[src/saih_pkg.sv]
`timescale 1ns / 1ps

package saih_pkg;

    localparam logic [63:0] FNV_OFFSET_BASIS = 64'hCBF29CE484222325;
    localparam int          DOMAIN_LEN       = 14;

    localparam logic [7:0] DOMAIN_BYTES [DOMAIN_LEN] = '{
        8'h45, 8'h38, 8'h37, 8'h2D, 8'h53, 8'h30, 8'h2D,
        8'h41, 8'h44, 8'h44, 8'h52, 8'h2D, 8'h76, 8'h31
    };

    localparam logic [7:0]  BYTE_ZERO   = 8'h00;
    localparam logic [7:0]  BYTE_ONES   = 8'hFF;
    localparam logic [1:0]  TYPE_BITS   = 2'b11;
    localparam int          ADDR_W      = 48;
    localparam int          RANDOM_W    = 46;

    typedef enum logic [1:0] {
        STATUS_OK          = 2'd0,
        STATUS_ID_DEGEN    = 2'd1,
        STATUS_RANDOM_DEGEN = 2'd2
    } derive_status_t;

    typedef struct packed {
        logic [RANDOM_W-1:0] hash_low;
        logic                id_degen;
    } saih_raw_t;

    // xor then multiply by 0x100000001B3 as shift-add, mod 2^64
    function automatic logic [63:0] fnv_absorb(input logic [63:0] h, input logic [7:0] b);
        logic [63:0] x;
        x = h ^ {56'd0, b};
        return (x << 40) + (x << 8) + (x << 7) + (x << 5) + (x << 4) + (x << 1) + x;
    endfunction

    function automatic logic [63:0] domain_seed();
        logic [63:0] h;
        h = FNV_OFFSET_BASIS;
        for (int i = 0; i < DOMAIN_LEN; i++)
        begin
            h = fnv_absorb(h, DOMAIN_BYTES[i]);
        end
        return h;
    endfunction

    localparam logic [63:0] HASH_SEED = domain_seed();

endpackage

[src/saih_hash.sv]
`timescale 1ns / 1ps

module saih_hash
    import saih_pkg::*;
(
    input  logic       clk,
    input  logic       rst_n,
    input  logic       id_valid,
    input  logic [7:0] id_byte,
    input  logic       id_last,
    output logic       id_stall,
    output saih_raw_t  raw,
    output logic       raw_valid,
    input  logic       raw_ready
);

    logic [63:0] hash_reg;
    logic [63:0] hash_next;
    logic        all_zero_reg;
    logic        all_zero_next;
    logic        all_ones_reg;
    logic        all_ones_next;
    saih_raw_t   raw_reg;
    saih_raw_t   raw_next;
    logic        raw_valid_reg;
    logic        raw_valid_next;
    logic        accept;
    logic [63:0] absorbed;
    logic        zero_upd;
    logic        ones_upd;

    assign id_stall = raw_valid_reg && !raw_ready;
    assign accept   = id_valid && !id_stall;
    assign absorbed = fnv_absorb(hash_reg, id_byte);
    assign zero_upd = all_zero_reg && (id_byte == BYTE_ZERO);
    assign ones_upd = all_ones_reg && (id_byte == BYTE_ONES);

    always_comb
    begin
        hash_next      = hash_reg;
        all_zero_next  = all_zero_reg;
        all_ones_next  = all_ones_reg;
        raw_next       = raw_reg;
        raw_valid_next = raw_valid_reg && !raw_ready;
        if (accept)
        begin
            if (id_last)
            begin
                hash_next          = HASH_SEED;
                all_zero_next      = 1'b1;
                all_ones_next      = 1'b1;
                raw_next.hash_low  = absorbed[RANDOM_W-1:0];
                raw_next.id_degen  = zero_upd || ones_upd;
                raw_valid_next     = 1'b1;
            end
            else
            begin
                hash_next     = absorbed;
                all_zero_next = zero_upd;
                all_ones_next = ones_upd;
            end
        end
    end

    always_ff @(posedge clk or negedge rst_n)
    begin
        if (!rst_n)
        begin
            hash_reg      <= HASH_SEED;
            all_zero_reg  <= 1'b1;
            all_ones_reg  <= 1'b1;
            raw_valid_reg <= 1'b0;
        end
        else
        begin
            hash_reg      <= hash_next;
            all_zero_reg  <= all_zero_next;
            all_ones_reg  <= all_ones_next;
            raw_valid_reg <= raw_valid_next;
        end
    end

    always_ff @(posedge clk)
    begin
        raw_reg <= raw_next;
    end

    assign raw       = raw_reg;
    assign raw_valid = raw_valid_reg;

endmodule

[src/saih_format.sv]
`timescale 1ns / 1ps

module saih_format
    import saih_pkg::*;
(
    input  logic              clk,
    input  logic              rst_n,
    input  saih_raw_t         raw,
    input  logic              raw_valid,
    output logic              raw_ready,
    output logic [ADDR_W-1:0] derived_address,
    output logic [1:0]        derive_status,
    output logic              addr_valid,
    input  logic              addr_stall
);

    logic [ADDR_W-1:0]   address_reg;
    logic [ADDR_W-1:0]   address_next;
    derive_status_t      status_reg;
    derive_status_t      status_next;
    logic                valid_reg;
    logic                valid_next;
    logic [RANDOM_W-1:0] rnd;
    logic                take;

    assign raw_ready = !valid_reg || !addr_stall;
    assign take      = raw_valid && raw_ready;
    assign rnd       = raw.hash_low[RANDOM_W-1:0];

    always_comb
    begin
        address_next = address_reg;
        status_next  = status_reg;
        valid_next   = valid_reg && addr_stall;
        if (take)
        begin
            valid_next = 1'b1;
            if (raw.id_degen)
            begin
                status_next  = STATUS_ID_DEGEN;
                address_next = '0;
            end
            else if ((rnd == '0) || (rnd == '1))
            begin
                status_next  = STATUS_RANDOM_DEGEN;
                address_next = '0;
            end
            else
            begin
                status_next  = STATUS_OK;
                address_next = {TYPE_BITS, rnd};
            end
        end
    end

    always_ff @(posedge clk or negedge rst_n)
    begin
        if (!rst_n)
        begin
            valid_reg <= 1'b0;
        end
        else
        begin
            valid_reg <= valid_next;
        end
    end

    always_ff @(posedge clk)
    begin
        address_reg <= address_next;
        status_reg  <= status_next;
    end

    assign derived_address = address_reg;
    assign derive_status   = status_reg;
    assign addr_valid      = valid_reg;

endmodule

[src/static_address_from_id_hash.sv]
`timescale 1ns / 1ps

// Channel   Handshake             Payload
// id        id_valid / id_stall   id_byte[7:0], id_last
// addr      addr_valid / addr_stall  derived_address[47:0], derive_status[1:0]
//
// One id byte per cycle while id_stall is low; the hash state register closes the feedback loop.
// After the transfer of the byte marked id_last, the result passes the middle and then the output register.
// Reset loads the hash seed and clears both valid stages.
// addr_stall backs up through the output and middle registers to id_stall.

module static_address_from_id_hash
    import saih_pkg::*;
(
    input  logic              clk,
    input  logic              rst_n,
    input  logic              id_valid,
    output logic              id_stall,
    input  logic [7:0]        id_byte,
    input  logic              id_last,
    output logic              addr_valid,
    input  logic              addr_stall,
    output logic [ADDR_W-1:0] derived_address,
    output logic [1:0]        derive_status
);

    saih_raw_t raw;
    logic      raw_valid;
    logic      raw_ready;

    saih_hash u_hash (
        .clk       (clk),
        .rst_n     (rst_n),
        .id_valid  (id_valid),
        .id_byte   (id_byte),
        .id_last   (id_last),
        .id_stall  (id_stall),
        .raw       (raw),
        .raw_valid (raw_valid),
        .raw_ready (raw_ready)
    );

    saih_format u_format (
        .clk             (clk),
        .rst_n           (rst_n),
        .raw             (raw),
        .raw_valid       (raw_valid),
        .raw_ready       (raw_ready),
        .derived_address (derived_address),
        .derive_status   (derive_status),
        .addr_valid      (addr_valid),
        .addr_stall      (addr_stall)
    );

`ifndef SYNTHESIS
    a_zero_on_fail: assert property (@(posedge clk) disable iff (!rst_n)
        addr_valid && (derive_status != STATUS_OK) |-> derived_address == '0)
        else $error("nonzero address with failing status");

    a_type_bits: assert property (@(posedge clk) disable iff (!rst_n)
        addr_valid && (derive_status == STATUS_OK) |-> derived_address[ADDR_W-1 -: 2] == TYPE_BITS)
        else $error("type bits not set on good address");

    a_backpressure: assert property (@(posedge clk) disable iff (!rst_n)
        raw_valid && !raw_ready |-> id_stall)
        else $error("id transfer taken while middle stage blocked");

    a_mid_hold: assert property (@(posedge clk) disable iff (!rst_n)
        raw_valid && !raw_ready |=> raw_valid && $stable(raw))
        else $error("middle stage lost a pending result");
`endif

endmodule
[config.mk]
export PLATFORM = sky130hd
export DESIGN_NAME = static_address_from_id_hash
export DESIGN_NICKNAME = d
export VERILOG_FILES = /design/src/saih_pkg.sv /design/src/saih_hash.sv /design/src/saih_format.sv /design/src/static_address_from_id_hash.sv
export SDC_FILE = /design/constraint.sdc
export NUM_CORES = 1
export LEC_CHECK = 0
export BUFFER_PORTS_ARGS = -buffer_cell sky130_fd_sc_hd__buf_2
export CORE_MARGIN = 2
export CORE_UTILIZATION = 25
export CTS_CLUSTER_SIZE = 28
export DETAILED_ROUTE_END_ITERATION = 16
export PLACE_DENSITY = 0.5
export RECOVER_POWER = 100
export SLEW_MARGIN = 20
export SYNTH_ARGS = -nofsm -noshare
export SYNTH_HDL_FRONTEND = slang
export SYNTH_SLANG_ARGS = --single-unit
[constraint.sdc]
create_clock -name clk -period 13.2 [get_ports clk]
set_input_delay 0 -clock clk [delete_from_list [all_inputs] [get_ports clk]]
set_output_delay 0 -clock clk [all_outputs]
set_load 0.01 [all_outputs]
## Word-level counts from Yosys, hierarchy flattened

Cells that the tools add are included.

- Word-level logic and storage cells: 44
- Output and inout bits: 52
- Bits in registers: 165

- Bitwise logic cells: 1
- $add $sub $neg: 6
- Reduce and logical (&&, ||, !) cells: 17
- Multiplexer cells: 8
- Equal/unequal tests: 2

Operators by type and width:

| kind | count |
|---|---|
| 64-bit adder | 6 |
| 64-bit 2-to-1 mux | 1 |
| 64-bit by 8-bit bitwise XOR with 64-bit output | 1 |
| 48-bit 2-to-1 mux | 1 |
| 46-bit equality test, second input constant | 1 |
| 46-bit zero test | 1 |
| 8-bit equality test, second input constant | 1 |
| 8-bit zero test | 1 |
| 1-bit logical AND | 6 |
| 1-bit 2-to-1 mux | 5 |
| 1-bit zero test | 4 |
| 1-bit logical OR | 3 |
| 2-bit 2-to-1 mux | 1 |
| 2-bit AND reduction | 1 |
| 2-bit OR reduction | 1 |

## Depth between registers and ports, before layout

- Depth in word-level cells: 8
- Gate-level depth with buffers: 19

## Cells and area by module

Synthesis repeated with hierarchy kept, for this count alone.

- Cell total of the unflattened synthesis: 1179
- Area, all modules: 12813.5 um^2

By module, submodules not included:

| module | area each (um^2) | cells each | instances |
|---|---|---|---|
| saih_hash | 10601.4 | 1030 | 1 |
| saih_format | 2212.1 | 149 | 1 |

## Worst setup path after synthesis

No wires, ideal clock.

- Kind: register -> register
- Start point: reg u_hash.hash_reg[4]
- End point: reg u_hash.raw_reg (netlist bit u_hash.raw[46]), data pin
- Path slack: 8.191 ns
- Clock period less this slack: 5.009 ns
- Path buffers: 0
- Arrival: 4.745 ns
- Stages on the path, launching flop included: 19
- Library setup time: 0.265 ns
- Path through: dfstp_2 -> xor2_2 -> inv_1 -> fa_1 -> inv_1 -> fa_1 -> inv_1 -> fa_1 -> inv_1 -> ha_1 -> ha_1 -> o211ai_1 -> a21oi_1 -> o41a_1 -> a211oi_2 -> o211ai_1 -> o211ai_2 -> mux2i_1 -> nand2_1

- Longest elaborated chain between the ends: 7

RTL lines:

| what | RTL line | source |
|---|---|---|
| start: declaration | saih_hash.sv:17 | `logic [63:0] hash_reg;` |
| start signal: assignment | saih_hash.sv:76 | `hash_reg <= hash_next;` |
| 64-bit by 8-bit bitwise XOR with 64-bit output * | saih_pkg.sv:33 | `x = h ^ {56'd0, b};` |
| 64-bit adder (5 in a row) | saih_pkg.sv:34 | `return (x << 40) + (x << 8) + (x << 7) + (x << 5) + (x << 4) + (x << 1) + x;` |
| 64-bit adder * | saih_pkg.sv:34 |  |
| via u_hash.absorbed[45] | saih_hash.sv:28 | `logic [63:0] absorbed;` |
| end signal: assignment | saih_hash.sv:85 | `raw_reg <= raw_next;` |
| end: declaration | saih_hash.sv:23 | `saih_raw_t raw_reg;` |

Mark *: on every way through the listed nets, which the timed path passes. The rest lies on a longest branch.
A chain may end at the register's enable or synchronous reset.

## Worst setup path in the final report

- Start point: reg u_hash.hash_reg[0]
- End point: reg u_hash.raw_reg (netlist bit u_hash.raw[46]), data pin

Same word-level chain as after synthesis.

==> results_dict.tcl <==
set metrics [dict create \
    gp_congestion 0.873 \
    ys_types 59 \
    period_needed_ns 5.74 \
    synth_top_area_frac 0.240 \
    worst_slew_margin_rel -1.35 \
    yosysMostFrequentCell "inv_1" \
    timing.final.crit_share 0.435 \
    drc 0 \
    grt_max_degree 51 \
    synth_ff_type "edfxtp_1" \
    fill_cells 5167 \
    cts_sinks 146 \
    grt_pass1_wl_um 52200 \
    worst_clock_skew_ns 0.0141 \
    overflow 0 \
    max_stage_delay_ns 0.64 \
    grt_usage 0.133 \
    synthTopCellsByCount "247 x inv_1, 150 x fa_1, 96 x edfxtp_1, 90 x ha_1, 79 x nand2_1" \
    pin_count 65 \
    die-area_mm2 0.0518 \
    yosys_warnings 0 \
    grt_setup_unrepaired "no" \
    crit_chain "xor2_1 > ha_1 > xor2_1 > fa_1 > inv_1 > fa_1 > inv_1 > ha_1 > ha_1 > o211ai_1 > a21oi_1 > o41a_1 > a211oi_1 > o211ai_1 > o211ai_1 > mux2i_1 > nand2_1" \
    crit_family "adder cells" \
    wl_per_cell_um 17.0 \
    die_h_um 228 \
    worstMarginPinSlew_ns 3.53 \
    portBuffers 64 \
    syn_to_final_growth_pct 13.5 \
    ctsResizeCount 0 \
    cts.clk_slew.worst_paths_ns 0.07 \
    min_path_type "in2reg" \
    crit_type "reg2reg" \
    crit_fanout 8 \
    synth_top_area_cell "fa_1" \
    fmax_mhz 174 \
    nets 1505 \
    cp_slowest_cell "xor2_1" \
    drive_above_1_share 0.0601 \
    violations "capacitance limit, slew limit" \
    antenna_cells 0 \
    cp_data_arrival_time_ns 5.91 \
    tns_ns 0 \
    numCtsBuffers 17 \
    cts_max_level 4 \
    worstSetupStartpointType "register" \
    drtPass1Iterations 4 \
    setup_viol 0 \
    coreArea_mm2 0.0492 \
    initial_core_util 0.254 \
    grt_pass1_vias 8992 \
    crit_buf_inv 2 \
    cp.required_ns 13.37 \
    status "finished, violations left" \
    wl_um 32800 \
    hold_violations 0 \
    synth_edf_count 96 \
    antenna_found_initial 0 \
    ys_seq_area_frac 0.333 \
    fp-row-count 81 \
    post-dp-hpwl_um 26100 \
    ys_async_sr_fraction 0.342 \
    clock_latency_ns 0.44 \
    drtAntennaViolNets 0 \
    die_width_um 228 \
    synth-seq-cells 146 \
    drv_cap 5 \
    netlist_area_mm2 0.0125 \
    drt_iter0_drc 500 \
    syn_avg_cell_area_um2 10.5 \
    synth_area_leaders "fa_1 24%, edfxtp_1 23%, ha_1 9.0%, inv_1 7.4%, dfrtp_1 5.6%" \
    synth_cells 1184 \
    cp-end-kind "register" \
    viasPerCell 4.42 \
    synthesis.nets 1437 \
    slew_violations 225 \
    cts_tree "yes" \
    clock_path_buffers 2 \
    num_vias 8533 \
    clockRootBuffer "clkbuf_16" \
]
area by class of cell:
cell class / count / area (um^2) / share of cell area
clock buffer: 17 / 425 / 0.0300
multi-input combinational: 763 / 7290 / 0.514
tap: 664 / 831 / 0.0586
inverter: 247 / 927 / 0.0654
timing repair buffer: 77 / 355 / 0.0251
sequential: 146 / 4160 / 0.294
clock inverter: 15 / 190 / 0.0134
worst paths after layout:
check / from / to / slack, ns / depth (start not counted)
setup / recovery: u_hash.hash_reg[0] / u_hash.raw[46] / 7.46 / 17
hold / removal: id_byte[5] / u_hash.raw[0] / 0.09 / 3
setup reg to reg: u_hash.hash_reg[0] / u_hash.raw[46] / 7.46 / 17
hold reg to reg: u_hash.hash_reg[7] / u_hash.hash_reg[7] / 0.47 / 2
max in group asynchronous: rst_n / u_hash.hash_reg[9] / 9.81 / 3
min in group asynchronous: rst_n / u_hash.hash_reg[31] / 1.40 / 3
cells in the final DEF, fill, tap and decap left out, types with 5 or more instances in the layout:
master         count
a2bb2oi_1          5
nor4_1            18
xor2_1            26
nor2b_1            6
inv_6              5
and2_0            36
edfxtp_1          96
clkbuf_16         17
and2_1            15
a21o_1            13
clkbuf_1          56
ha_1              90
o211ai_1           5
fa_1             150
a21oi_1           58
nor2_1            45
and3_1             6
buf_2             12
dfrtp_1           28
o21ai_0           54
dfstp_2           20
nand3_1           13
a211oi_1           7
nor3_1            11
nand2_1           79
dlygate4sd3_1      7
a31oi_1            5
nand4_1           27
xnor2_1           43
inv_1            247
per-layer routing:
| metal | vias to the layer above | global-route usage | share of wire |
|---|---|---|---|
| met3 | 29 | 0.0163 | 0.031 |
| met1 | 4322 | 0.191 | 0.50 |
| met5 | - | 0 | 0 |
| met4 | 0 | 0.0287 | 0.013 |
| li1 | 4014 | - | - |
| met2 | 168 | 0.215 | 0.46 |
per-stage QoR:
stage / util / hold WS, ns / setup slack [ns] / instance area, um^2 / cells
floorplan: - / -0.296 / 8.19 / 12500 / 1184
global placement: 0.276 / 0.218 / 7.74 / 13600 / 1890
detailed placement: 0.276 / 0.232 / 7.61 / 13600 / 1890
CTS: 0.290 / 0.0755 / 7.59 / 14300 / 1929
global route: 0.288 / 0.101 / 7.04 / 14200 / 1929
finish: 0.288 / 0.0865 / 7.46 / 14200 / 1929
timing repair:
action / CTS / global route
hold buffers: 7 / 0
buffers inserted: 0 / 0
hold endpoints to repair: 33 / 0
kinds of logic after synthesis:
kind of cell	share of synthesized area
and+or+nand+nor	0.108
adders and majority gates	0.331
DFF	0.333
xor gates and xnor gates	0.0532
buffers and inverters	0.0837
muxes	0.000802
AOI/OAI and AO/OA	0.0902
tightest hold or removal path, stage by stage:
cell and delay [ns]:
buf_2 0.14, nand4_1 0.09, nand2_1 0.10
Power is not shown: default switching activity piles up to over one toggle a cycle in this logic, so the estimate is an artifact.
